<file path="src/rtl/icmp_pkg.sv">
// shared types, constants and helpers of the icmp echo responder
`default_nettype none
package icmp_pkg;

    localparam int HdrLen   = 38;
    localparam int IdxWidth = 6;
    localparam int SumWidth = 20;
    localparam int AddrWidth = 4;
    localparam int DataWidth = 64;

    localparam logic [IdxWidth-1:0] IdxEthTypeHi = 6'd12;
    localparam logic [IdxWidth-1:0] IdxEthTypeLo = 6'd13;
    localparam logic [IdxWidth-1:0] IdxIpHdr     = 6'd14;
    localparam logic [IdxWidth-1:0] IdxProto     = 6'd23;
    localparam logic [IdxWidth-1:0] IdxIpCkHi    = 6'd24;
    localparam logic [IdxWidth-1:0] IdxIpCkLo    = 6'd25;
    localparam logic [IdxWidth-1:0] IdxSrcIp     = 6'd26;
    localparam logic [IdxWidth-1:0] IdxDstIp     = 6'd30;
    localparam logic [IdxWidth-1:0] IdxIpEnd     = 6'd34;
    localparam logic [IdxWidth-1:0] IdxIcmpType  = 6'd34;
    localparam logic [IdxWidth-1:0] IdxIcmpCkHi  = 6'd36;
    localparam logic [IdxWidth-1:0] IdxIcmpCkLo  = 6'd37;
    localparam logic [IdxWidth-1:0] IdxLast      = 6'(HdrLen - 1);

    localparam logic [7:0]  EthTypeIpv4Hi = 8'h08;
    localparam logic [7:0]  EthTypeIpv4Lo = 8'h00;
    localparam logic [7:0]  ProtoIcmp     = 8'h01;
    localparam logic [7:0]  IcmpEchoReq   = 8'h08;
    localparam logic [7:0]  IcmpEchoReply = 8'h00;
    localparam logic [15:0] IcmpCkAdjust  = 16'hf7ff;

    localparam logic RegLocalMac = 1'b0;
    localparam logic RegLocalIp  = 1'b1;

    typedef struct packed {
        logic [7:0] in_byte;
        logic       in_last;
    } in_item_t;

    typedef struct packed {
        logic [7:0] out_byte;
        logic       out_last;
    } out_item_t;

    typedef struct packed {
        logic                match;
        logic [SumWidth-1:0] ip_sum;
        logic [15:0]         icmp_ck;
    } hdr_info_t;

    function automatic logic [15:0] fold16(input logic [SumWidth-1:0] s);
        logic [16:0] s1;
        logic [16:0] s2;
        s1 = {1'b0, s[15:0]} + 17'(s[SumWidth-1:16]);
        s2 = {1'b0, s1[15:0]} + 17'(s1[16]);
        return s2[15:0] & 16'hffff;
    endfunction

    // source index in the stored header for reply byte i
    function automatic logic [IdxWidth-1:0] reply_src(input logic [IdxWidth-1:0] i);
        logic [IdxWidth-1:0] r;
        r = i;
        if (i < 6'd6)
        begin
            r = i + 6'd6;
        end
        else if (i < IdxEthTypeHi)
        begin
            r = i - 6'd6;
        end
        else if (i >= IdxSrcIp && i < IdxDstIp)
        begin
            r = i + 6'd4;
        end
        else if (i >= IdxDstIp && i < IdxIpEnd)
        begin
            r = i - 6'd4;
        end
        return r;
    endfunction

endpackage
`default_nettype wire

</file>
<file path="src/rtl/icmp_apb_regs.sv">
// apb register block holding the local mac and ip addresses
`default_nettype none
module icmp_apb_regs (
    input  wire logic                             clk,
    input  wire logic                             rst_n,
    input  wire logic                             psel,
    input  wire logic                             penable,
    input  wire logic                             pwrite,
    input  wire logic [icmp_pkg::AddrWidth-1:0]   paddr,
    input  wire logic [icmp_pkg::DataWidth-1:0]   pwdata,
    output logic      [icmp_pkg::DataWidth-1:0]   prdata,
    output logic                                  pready,
    output logic      [47:0]                      local_mac,
    output logic      [31:0]                      local_ip
);

    logic [47:0] mac_reg;
    logic [47:0] mac_next;
    logic [31:0] ip_reg;
    logic [31:0] ip_next;
    logic        wr_en;

    assign wr_en  = psel & penable & pwrite;
    assign pready = 1'b1;

    always_comb
    begin
        mac_next = mac_reg;
        ip_next  = ip_reg;
        if (wr_en)
        begin
            case (paddr[3])
                icmp_pkg::RegLocalMac: mac_next = pwdata[47:0];
                icmp_pkg::RegLocalIp:  ip_next  = pwdata[31:0];
                default:               mac_next = mac_reg;
            endcase
        end
    end

    always_comb
    begin
        case (paddr[3])
            icmp_pkg::RegLocalMac: prdata = {16'h0, mac_reg};
            icmp_pkg::RegLocalIp:  prdata = {32'h0, ip_reg};
            default:               prdata = '0;
        endcase
    end

    always_ff @(posedge clk or negedge rst_n)
    begin
        if (!rst_n)
        begin
            mac_reg <= '0;
            ip_reg  <= '0;
        end
        else
        begin
            mac_reg <= mac_next;
            ip_reg  <= ip_next;
        end
    end

    assign local_mac = mac_reg;
    assign local_ip  = ip_reg;

endmodule
`default_nettype wire

</file>
<file path="src/rtl/icmp_hdr_ram.sv">
// header byte store with one write port and a registered read port
`default_nettype none
module icmp_hdr_ram (
    input  wire logic                            clk,
    input  wire logic                            wr_en,
    input  wire logic [icmp_pkg::IdxWidth-1:0]   wr_addr,
    input  wire logic [7:0]                      wr_data,
    input  wire logic                            rd_en,
    input  wire logic [icmp_pkg::IdxWidth-1:0]   rd_addr,
    output logic      [7:0]                      rd_data
);

    logic [7:0] mem [icmp_pkg::HdrLen];
    logic [7:0] rd_data_reg;

    always_ff @(posedge clk)
    begin
        if (wr_en)
        begin
            mem[wr_addr] <= wr_data;
        end
        if (rd_en)
        begin
            rd_data_reg <= mem[rd_addr];
        end
    end

    assign rd_data = rd_data_reg;

endmodule
`default_nettype wire

</file>
<file path="src/rtl/icmp_hdr_check.sv">
// byte-serial header match and checksum accumulation while collecting
`default_nettype none
module icmp_hdr_check (
    input  wire logic                            clk,
    input  wire logic                            rst_n,
    input  wire logic                            en,
    input  wire logic [icmp_pkg::IdxWidth-1:0]   idx,
    input  wire logic [7:0]                      data,
    input  wire logic [47:0]                     local_mac,
    input  wire logic [31:0]                     local_ip,
    output icmp_pkg::hdr_info_t                  info
);

    logic                          match_reg;
    logic                          match_next;
    logic [icmp_pkg::SumWidth-1:0] sum_reg;
    logic [icmp_pkg::SumWidth-1:0] sum_next;
    logic [15:0]                   ck_reg;
    logic [15:0]                   ck_next;
    logic [7:0]                    mac_b [6];
    logic [7:0]                    ip_b [4];
    logic [1:0]                    ip_sel;
    logic                          ok;
    logic                          in_sum;
    logic [icmp_pkg::SumWidth-1:0] term;

    always_comb
    begin
        for (int k = 0; k < 6; k++)
        begin
            mac_b[k] = local_mac[8*(5-k) +: 8];
        end
        for (int k = 0; k < 4; k++)
        begin
            ip_b[k] = local_ip[8*(3-k) +: 8];
        end
    end

    assign ip_sel = 2'(idx - icmp_pkg::IdxDstIp);

    always_comb
    begin
        ok = 1'b1;
        if (idx < 6'd6)
        begin
            ok = (data == mac_b[idx[2:0]]);
        end
        else if (idx == icmp_pkg::IdxEthTypeHi)
        begin
            ok = (data == icmp_pkg::EthTypeIpv4Hi);
        end
        else if (idx == icmp_pkg::IdxEthTypeLo)
        begin
            ok = (data == icmp_pkg::EthTypeIpv4Lo);
        end
        else if (idx == icmp_pkg::IdxProto)
        begin
            ok = (data == icmp_pkg::ProtoIcmp);
        end
        else if (idx >= icmp_pkg::IdxDstIp && idx < icmp_pkg::IdxIpEnd)
        begin
            ok = (data == ip_b[ip_sel]);
        end
        else if (idx == icmp_pkg::IdxIcmpType)
        begin
            ok = (data == icmp_pkg::IcmpEchoReq);
        end
    end

    // header checksum field counts as zero
    assign in_sum = (idx >= icmp_pkg::IdxIpHdr) && (idx < icmp_pkg::IdxIpEnd)
                    && (idx != icmp_pkg::IdxIpCkHi) && (idx != icmp_pkg::IdxIpCkLo);
    assign term   = idx[0] ? {12'h0, data} : {4'h0, data, 8'h0};

    always_comb
    begin
        match_next = match_reg;
        sum_next   = sum_reg;
        ck_next    = ck_reg;
        if (en)
        begin
            match_next = ((idx == '0) ? 1'b1 : match_reg) & ok;
            if (idx == '0)
            begin
                sum_next = '0;
            end
            else if (in_sum)
            begin
                sum_next = sum_reg + term;
            end
            if (idx == icmp_pkg::IdxIcmpCkHi)
            begin
                ck_next[15:8] = data;
            end
            if (idx == icmp_pkg::IdxIcmpCkLo)
            begin
                ck_next[7:0] = data;
            end
        end
    end

    always_ff @(posedge clk or negedge rst_n)
    begin
        if (!rst_n)
        begin
            match_reg <= 1'b0;
        end
        else
        begin
            match_reg <= match_next;
        end
    end

    always_ff @(posedge clk)
    begin
        sum_reg <= sum_next;
        ck_reg  <= ck_next;
    end

    assign info.match   = match_reg;
    assign info.ip_sum  = sum_reg;
    assign info.icmp_ck = ck_reg;

endmodule
`default_nettype wire

</file>
<file path="src/rtl/icmp_echo_responder_core.sv">
// top level of the icmp echo responder
// Frames enter one byte per transfer. The first 38 bytes (ethernet, ipv4 with
// ihl 5, and the first icmp word) are taken at one byte per cycle into a small
// header memory while the address match and the ipv4 header sum are built up
// a byte at a time. After the 38th byte a qualifying echo request is answered:
// each of the 38 rewritten header bytes is read from the memory and then loaded
// into the output register while input stalls, and every later byte passes
// through at one per cycle while the output slot is free. Other frames and
// short frames are dropped without output. local_mac sits at address 0 and
// local_ip at address 8 of the 64-bit apb port.
`default_nettype none
module icmp_echo_responder_core (
    input  wire logic                             clk,
    input  wire logic                             rst_n,
    input  wire logic                             in_valid,
    output logic                                  in_ready,
    input  wire icmp_pkg::in_item_t               in_item,
    output logic                                  out_valid,
    input  wire logic                             out_ready,
    output icmp_pkg::out_item_t                   out_item,
    input  wire logic                             psel,
    input  wire logic                             penable,
    input  wire logic                             pwrite,
    input  wire logic [icmp_pkg::AddrWidth-1:0]   paddr,
    input  wire logic [icmp_pkg::DataWidth-1:0]   pwdata,
    output logic      [icmp_pkg::DataWidth-1:0]   prdata,
    output logic                                  pready
);

    typedef enum logic [3:0] {
        StCollect = 4'b0001,
        StEmit    = 4'b0010,
        StPass    = 4'b0100,
        StDrop    = 4'b1000
    } state_t;

    state_t                          state_reg;
    state_t                          state_next;
    logic [icmp_pkg::IdxWidth-1:0]   cnt_reg;
    logic [icmp_pkg::IdxWidth-1:0]   cnt_next;
    logic [icmp_pkg::IdxWidth-1:0]   emit_reg;
    logic [icmp_pkg::IdxWidth-1:0]   emit_next;
    logic                            phase_reg;
    logic                            phase_next;
    logic                            hdr_last_reg;
    logic                            hdr_last_next;
    logic                            out_valid_reg;
    logic                            out_valid_next;
    icmp_pkg::out_item_t             out_item_reg;
    icmp_pkg::out_item_t             out_item_next;

    logic [47:0]                     local_mac;
    logic [31:0]                     local_ip;
    icmp_pkg::hdr_info_t             info;
    logic                            in_xfer;
    logic                            collect_wr;
    logic                            slot_free;
    logic                            rd_en;
    logic [7:0]                      rd_data;
    logic [15:0]                     ip_ck;
    logic [15:0]                     icmp_ck;
    logic [7:0]                      emit_byte;

    icmp_apb_regs u_regs (
        .clk       (clk),
        .rst_n     (rst_n),
        .psel      (psel),
        .penable   (penable),
        .pwrite    (pwrite),
        .paddr     (paddr),
        .pwdata    (pwdata),
        .prdata    (prdata),
        .pready    (pready),
        .local_mac (local_mac),
        .local_ip  (local_ip)
    );

    assign slot_free  = !out_valid_reg || out_ready;
    assign in_ready   = (state_reg == StCollect) || (state_reg == StDrop)
                        || ((state_reg == StPass) && slot_free);
    assign in_xfer    = in_valid && in_ready;
    assign collect_wr = in_xfer && (state_reg == StCollect);
    assign rd_en      = (state_reg == StEmit) && !phase_reg;

    icmp_hdr_ram u_ram (
        .clk     (clk),
        .wr_en   (collect_wr),
        .wr_addr (cnt_reg),
        .wr_data (in_item.in_byte),
        .rd_en   (rd_en),
        .rd_addr (icmp_pkg::reply_src(emit_reg)),
        .rd_data (rd_data)
    );

    icmp_hdr_check u_check (
        .clk       (clk),
        .rst_n     (rst_n),
        .en        (collect_wr),
        .idx       (cnt_reg),
        .data      (in_item.in_byte),
        .local_mac (local_mac),
        .local_ip  (local_ip),
        .info      (info)
    );

    assign ip_ck   = ~icmp_pkg::fold16(info.ip_sum);
    assign icmp_ck = ~icmp_pkg::fold16(icmp_pkg::SumWidth'({1'b0, ~info.icmp_ck}
                     + {1'b0, icmp_pkg::IcmpCkAdjust}));

    always_comb
    begin
        case (emit_reg)
            icmp_pkg::IdxIpCkHi:   emit_byte = ip_ck[15:8];
            icmp_pkg::IdxIpCkLo:   emit_byte = ip_ck[7:0];
            icmp_pkg::IdxIcmpType: emit_byte = icmp_pkg::IcmpEchoReply;
            icmp_pkg::IdxIcmpCkHi: emit_byte = icmp_ck[15:8];
            icmp_pkg::IdxIcmpCkLo: emit_byte = icmp_ck[7:0];
            default:               emit_byte = rd_data;
        endcase
    end

    always_comb
    begin
        state_next     = state_reg;
        cnt_next       = cnt_reg;
        emit_next      = emit_reg;
        phase_next     = phase_reg;
        hdr_last_next  = hdr_last_reg;
        out_item_next  = out_item_reg;
        out_valid_next = out_valid_reg && !out_ready;
        case (state_reg)
            StCollect:
            begin
                if (in_xfer)
                begin
                    if (cnt_reg == icmp_pkg::IdxLast)
                    begin
                        cnt_next = '0;
                        if (info.match)
                        begin
                            state_next    = StEmit;
                            emit_next     = '0;
                            phase_next    = 1'b0;
                            hdr_last_next = in_item.in_last;
                        end
                        else if (!in_item.in_last)
                        begin
                            state_next = StDrop;
                        end
                    end
                    else if (in_item.in_last)
                    begin
                        cnt_next = '0;
                    end
                    else
                    begin
                        cnt_next = cnt_reg + 6'd1;
                    end
                end
            end
            StEmit:
            begin
                if (!phase_reg)
                begin
                    phase_next = 1'b1;
                end
                else if (slot_free)
                begin
                    out_valid_next         = 1'b1;
                    out_item_next.out_byte = emit_byte;
                    out_item_next.out_last = (emit_reg == icmp_pkg::IdxLast) && hdr_last_reg;
                    phase_next             = 1'b0;
                    emit_next              = emit_reg + 6'd1;
                    if (emit_reg == icmp_pkg::IdxLast)
                    begin
                        state_next = hdr_last_reg ? StCollect : StPass;
                    end
                end
            end
            StPass:
            begin
                if (in_xfer)
                begin
                    out_valid_next         = 1'b1;
                    out_item_next.out_byte = in_item.in_byte;
                    out_item_next.out_last = in_item.in_last;
                    if (in_item.in_last)
                    begin
                        state_next = StCollect;
                    end
                end
            end
            StDrop:
            begin
                if (in_xfer && in_item.in_last)
                begin
                    state_next = StCollect;
                end
            end
            default:
            begin
                state_next = StCollect;
            end
        endcase
    end

    always_ff @(posedge clk or negedge rst_n)
    begin
        if (!rst_n)
        begin
            state_reg     <= StCollect;
            cnt_reg       <= '0;
            emit_reg      <= '0;
            phase_reg     <= 1'b0;
            hdr_last_reg  <= 1'b0;
            out_valid_reg <= 1'b0;
        end
        else
        begin
            state_reg     <= state_next;
            cnt_reg       <= cnt_next;
            emit_reg      <= emit_next;
            phase_reg     <= phase_next;
            hdr_last_reg  <= hdr_last_next;
            out_valid_reg <= out_valid_next;
        end
    end

    always_ff @(posedge clk)
    begin
        out_item_reg <= out_item_next;
    end

    assign out_valid = out_valid_reg;
    assign out_item  = out_item_reg;

endmodule
`default_nettype wire

</file>
<file path="config.mk">
export PLATFORM = sky130hd
export DESIGN_NAME = icmp_echo_responder_core
export DESIGN_NICKNAME = d
export VERILOG_FILES = /design/src/rtl/icmp_pkg.sv /design/src/rtl/icmp_apb_regs.sv /design/src/rtl/icmp_hdr_ram.sv /design/src/rtl/icmp_hdr_check.sv /design/src/rtl/icmp_echo_responder_core.sv
export SDC_FILE = /design/constraint.sdc
export NUM_CORES = 1
export LEC_CHECK = 0
export BUFFER_PORTS_ARGS = -buffer_cell sky130_fd_sc_hd__buf_2
export CAP_MARGIN = 20
export CORE_AREA = 2 2 244 246
export CTS_CLUSTER_SIZE = 16
export DETAILED_ROUTE_END_ITERATION = 16
export DIE_AREA = 0 0 246 248
export PLACE_DENSITY = 0.54
export SKIP_CTS_REPAIR_TIMING = 1
export SLEW_MARGIN = 20
export SYNTH_ARGS = -nofsm -noshare
export SYNTH_HDL_FRONTEND = slang
export SYNTH_SLANG_ARGS = --single-unit
</file>
<file path="constraint.sdc">
create_clock -name clk -period 4.4 [get_ports clk]
set_clock_uncertainty 0.2 [all_clocks]
set_input_delay 0.22 -clock clk [delete_from_list [all_inputs] [get_ports clk]]
set_output_delay 0.22 -clock clk [all_outputs]
set_load 0.02 [all_outputs]
</file>
Word level (Yosys, flattened, before mapping)
Memories as Yosys holds them, arrays and structs flattened. A register that Yosys moved wholly into a read port is not among the register bits.
Cells that the tools add are included.
- add/sub/neg operators: 13
- reduce and logical (&&, ||, !) cells: 35
- bitwise gates (word level): 9
- eq/ne operators: 31
- muxes and demuxes: 57
- magnitude comparators: 12
- operators by type and width (operator ; count):
    $pmux 64 s2 ; 1
    $mux 6 ; 11
    $not 16->16 ; 3
    $mux 4 ; 10
    $pmux 8 s5 ; 1
    $eq 6x6->1 const B ; 6
    $add 16x1->16 ; 2
    $mux 8 ; 4
    $mux 9 ; 3
    $bmux 8 s3 ; 1
    $add 20x20->20 ; 1
    $mux 20 ; 1
    $eq 6x5->1 const B ; 3
    $ge 6x5->1 const B ; 3
    $pmux 9 s2 ; 1
    $add 16x1->17 ; 1
    $add 16x16->17 const B ; 1
    $add 16x4->17 ; 1
    $mux 1 ; 17
    $bmux 8 s2 ; 1
    $eq 8x8->1 ; 2
    $mux 16 ; 1
    $pmux 4 s4 ; 1
    $logic_and 1x1->1 ; 13
    38 further kinds ; 68
- flip-flop bits (word level): 145
- logic and storage cells: 172
- memories: 1
- output and inout bits: 76
- bits of input ports: 84
- RAM bits: 304
- memories (memory ; words ; width ; read ports ; clocked after memory_dff ; wr ports ; line ; RTL):
    u_ram.mem ; 38 ; 8 ; 1 ; 1 ; 1 ; icmp_hdr_ram.sv:13 ; logic [7:0] mem [icmp_pkg::HdrLen];

Logic depth before layout (Yosys ltp)
- depth in word-level cells: 12
- depth in mapped cells: 20
- depth with buffers taken out: 19

Cells and area by module
A second synthesis with hierarchy kept.
- cell total of the unflattened synthesis: 1706
- area total of the unflattened synthesis: 23133.4 µm²
- modules (own cells, without submodules) (module ; area each (µm²) ; seq. area each (µm²) ; cells an instance ; times used):
    icmp_hdr_ram ; 12430.7 ; 9369.0 ; 668 ; 1
    icmp_echo_responder_core ; 3915.0 ; 747.0 ; 489 ; 1
    icmp_apb_regs ; 3603.5 ; 2001.9 ; 242 ; 1
    icmp_hdr_check ; 3184.3 ; 1106.1 ; 307 ; 1

Worst setup path before layout
No wires, ideal clock.
- path kind: register to register
- start: register u_check.ck_reg[0]
- end: register out_item_reg (netlist bit out_item[4]) (data pin)
- clock period less this slack: 4.352 ns
- path slack: 0.048 ns
- path buffers: 1
- library setup time: 0.259 ns
- stages on the path, launching flop included: 20
- arrival time: 3.892 ns
- required time: 3.941 ns
- path through: edfxtp_1 ha_1 buf_6 nand4_1 nor3_1 o21a_1 nand4_1 ha_1 ha_1 or4b_4 o31ai_4 o21ai_0 nor3_1 and4_1 ha_1 nand3_1 o41ai_1 mux2_1 a22oi_1 a21oi_1
- RTL lines (what ; line ; RTL):
    from (decl) ; icmp_hdr_check.sv:18 ; logic [15:0] ck_reg;
    from (signal assigned) ; icmp_hdr_check.sv:117 ; ck_reg <= ck_next;
    to (signal assigned) ; icmp_echo_responder_core.sv:231 ; out_item_reg <= out_item_next;
    to (decl) ; icmp_echo_responder_core.sv:49 ; icmp_pkg::out_item_t out_item_reg;

==> summary.md <==
| Metric | Value |
|---|---|
| Outcome | finished clean |
| DR top layer | met4 |
| Crit share post-route | 96.04% |
| Post-synth top area cell | edfxtp_1 |
| Metal3 WL | 3.044 mm |
| Synthesis Warnings | 0 |
| DR vias | 15520 |
| Remaining DRCs | 0 |
| Worst setup SP type | flop |
| Die X | 246 µm |
| Worst endpoint required time | 4.53 ns |
| Mapped Cells | 1799 |
| Total Routing Usage GR | 20.32% |
| Final Slew Violations | 0 |
| Peak Freq | 236.7 MHz |
| H-tree level count | 2 |
| I/O pin total | 160 |
| Largest Register | u_ram.mem |
| Worst-path clk slew | 0.06 ns |
| Clock root buffer | clkbuf_16 |
| R2R setup slack | 0.17 ns |
| Routability cong. | 0.8935 |
| Share of the synthesized area in the top cell type | 46.48% |
| Total grt overflow | 0 |
| Metal2 WL | 29.94 mm |
| Critical Path Fanout Max | 4 |
| Ant diodes | 0 |
| Routed Antenna Nets | 0 |
| Comb power frac | 41.3% |
| Hold endpoint | u_ram.mem[24][5] |
| Leakage | 0.009638 µW |
| Max Cap Viol | 0 |
| Power consumption | 17300 µW |
| Worst-Margin Slew | 1.073 ns |
| Hold Path Origin | in_item[6] |
| Clk network pwr share | 26.5% |
| # nets final | 2132 |
| Synth cell count leaders | edfxtp_1 (357), mux2_2 (132), nor2_1 (119) |
| Max reg flops | 304 |
| Met1 WL | 27.13 mm |
| Post-synthesis sequential area ratio | 57.33% |
| Share of layout cells above drive strength 1 | 23.45% |
| #FFs+latches synth | 457 |
| Crit end category | flop |
| DR vias/cell | 5.503 |
| Net Sw Frac | 38.08% |
| Die Ht | 248 µm |
| Slew headroom | 28.50% |
| Largest net degree at the start of global routing | 146 |
| Min-delay worst type | primary input to flop |
| Port Buffers | 123 |
| Worst-case clock buffer depth | 3 |
| Fillers | 5243 |
| Initial antenna violation count | 0 |
| Clk_lat worst skew | 0.61 ns |
| Reg2reg end | out_item[4] |
| TritonRoute pass-1 iters | 5 |
| Clock sink count | 457 |
| CTS tree | built |
| Final Instance Count excl. Fillers | 2820 |
| Global-route wire length before repair | 94.25 mm |
| Die area | 61010 µm² |
| Post-synth cell types | 91 |
| VDD IR max | 0.5994 mV |
| Hold path depth | 2 |
| Synth Flop Type | edfxtp_1 |
| R2R Path Start | u_check.ck_reg[1] |
| WS Path Type | flop to flop |
| Tmin final | 4.226 ns |
| Most frequent cell after synthesis | edfxtp_1 |
| Sequential share of power | 32.3% |
| Final setup viols | 0 |
| HPWL Detailed | 41.67 mm |
| Sw Pwr | 6587 µW |
| Num rows | 89 |
| Final count of hold timing violations | 0 |
| Number of flops mapped to enable cells by yosys | 357 |
| Worst r2r path cells | 18 |
| RSZ-0062 raised after global routing | true |
| Dpl cells | 2667 |
| P_int | 10710 µW |
| CP arrival | 4.36 ns |
| Core Box Area | 58460 µm² |
| Synth-to-Final Area Change | 18.10% |
| Initial Util | 39.45% |
| Final Routed Wirelength | 62.23 mm |
| Synth top area cells | edfxtp_1 (46%), dfrtp_1 (11%), mux2_2 (6.4%) |
| Vias in the first global route | 15450 |
| Number of DRC markers in iteration 0 | 1063 |
| DR WL/cell | 22.07 µm |
| Post-Syn Area | 23060 µm² |
| TritonCTS Buffers | 51 |
| Post-synth ARST share | 21.88% |
| Avg Synthesized Cell Area | 12.82 µm² |
| Pwr Density | 635.1 nW/µm² |
final cells by class:
cell class	count	area [µm²]	share of cell area [%]
clock buffer	66	1446	5.310
clock inverter	29	366.6	1.346
inverter	20	75.07	0.2756
multi-input combinational	1219	9326	34.24
sequential	457	13230	48.56
tap	773	967.2	3.551
timing repair buffer	256	1829	6.715
power by group through the flow:
stage	Clock [µW]	Combinational, µW	Sequential [µW]
4_1_cts	4670	7130	5590
3_5_place_dp	0	7100	5670
2_1_floorplan	0	4860	5490
3_3_place_gp	0	7080	5660
6_report	4580	7140	5590
5_1_grt	4840	7730	5640
cell usage in the layout, fill, tap and decap left out, types with 7 or more instances in the layout:
cell           count
a211o_1           21
a211oi_1          94
a21o_1            14
a21oi_1           59
a22oi_1           18
a311oi_1          18
a31oi_1           13
and2_1            15
and3_1            16
buf_2            122
buf_4             73
bufinv_16          8
clkbuf_1           7
clkbuf_16         54
clkinv_2           8
conb_1            17
dfrtp_1           97
dlygate4sd3_1     55
edfxtp_1         357
ha_1              36
inv_1             19
mux2_2           132
mux2i_1           82
mux4_2            16
nand2_1           78
nand2b_1          11
nand3_1           37
nand4_1           19
nor2_1           118
nor2b_1           84
nor3_1            31
o211ai_1          20
o21a_1             8
o21ai_0           35
o21ai_1            7
o22ai_1            7
or3_1             21
xnor2_1           56
xor2_1            30
through the flow:
stage | instance area [µm²] | worst slack [ns] | hold slack, ns | util [%] | TNS [ns]
2_1_floorplan | 23120 | 0.04829 | -0.2756 | - | 0
3_3_place_gp | 24760 | 0.1591 | 0.1795 | 42.36 | 0
3_5_place_dp | 24760 | 0.02381 | 0.1786 | 42.36 | 0
4_1_cts | 26580 | 0.009130 | -0.4582 | 45.46 | 0
5_1_grt | 27240 | -0.07513 | 0.007450 | 46.59 | -0.2840
6_report | 27240 | 0.1744 | 0.03098 | 46.59 | 0
how the worst max path moves through the flow:
stage | from | endpoint | slack (ns) | cells past startpoint
floorplan | u_check.ck_reg[0] | out_item[4] | 0.05 | 19
global placement | u_check.ck_reg[0] | out_item[7] | 0.16 | 19
detailed placement | u_check.ck_reg[0] | out_item[4] | 0.02 | 18
CTS | u_check.ck_reg[0] | out_item[4] | 0.009 | 18
global route | u_check.ck_reg[1] | out_item[4] | -0.08 | 18
finish | u_check.ck_reg[1] | out_item[4] | 0.17 | 18
kinds of logic after synthesis:
| family | count (synthesis) | share of synthesized area (%) |
|---|---|---|
| adders and majority gates | 44 | 2.441 |
| muxes | 231 | 11.61 |
| AOI/OAI and AO/OA | 360 | 11.24 |
| buffers and inverters | 138 | 2.984 |
| other | 2 | 0.03256 |
| DFF | 457 | 57.33 |
| xor gates and xnor gates | 88 | 3.407 |
| and+or+nand+nor | 479 | 10.95 |
routing by layer:
layer / vias to the layer above / GRT usage [%]
met5: - / 0
met4: 0 / 7.219
met3: 100 / 3.482
met2: 413 / 33.91
met1: 7738 / 26.66
li1: 7268 / -
critical path, cell delays in order, from the launching register on:
cell and delay [ns]:
edfxtp_1 0.40, ha_2 0.20, nand4_1 0.11, nor3_2 0.07
o21a_1 0.21, nand4_1 0.14, ha_2 0.22, ha_4 0.13
or4b_4 0.47, o31ai_4 0.08, o21ai_1 0.12, nor3_2 0.21
and4_1 0.24, ha_2 0.21, nand3_2 0.13, o41ai_2 0.24
mux2_1 0.36, a22oi_1 0.15, a21oi_1 0.09
Note: power is estimated with default switching activity, not from simulation.
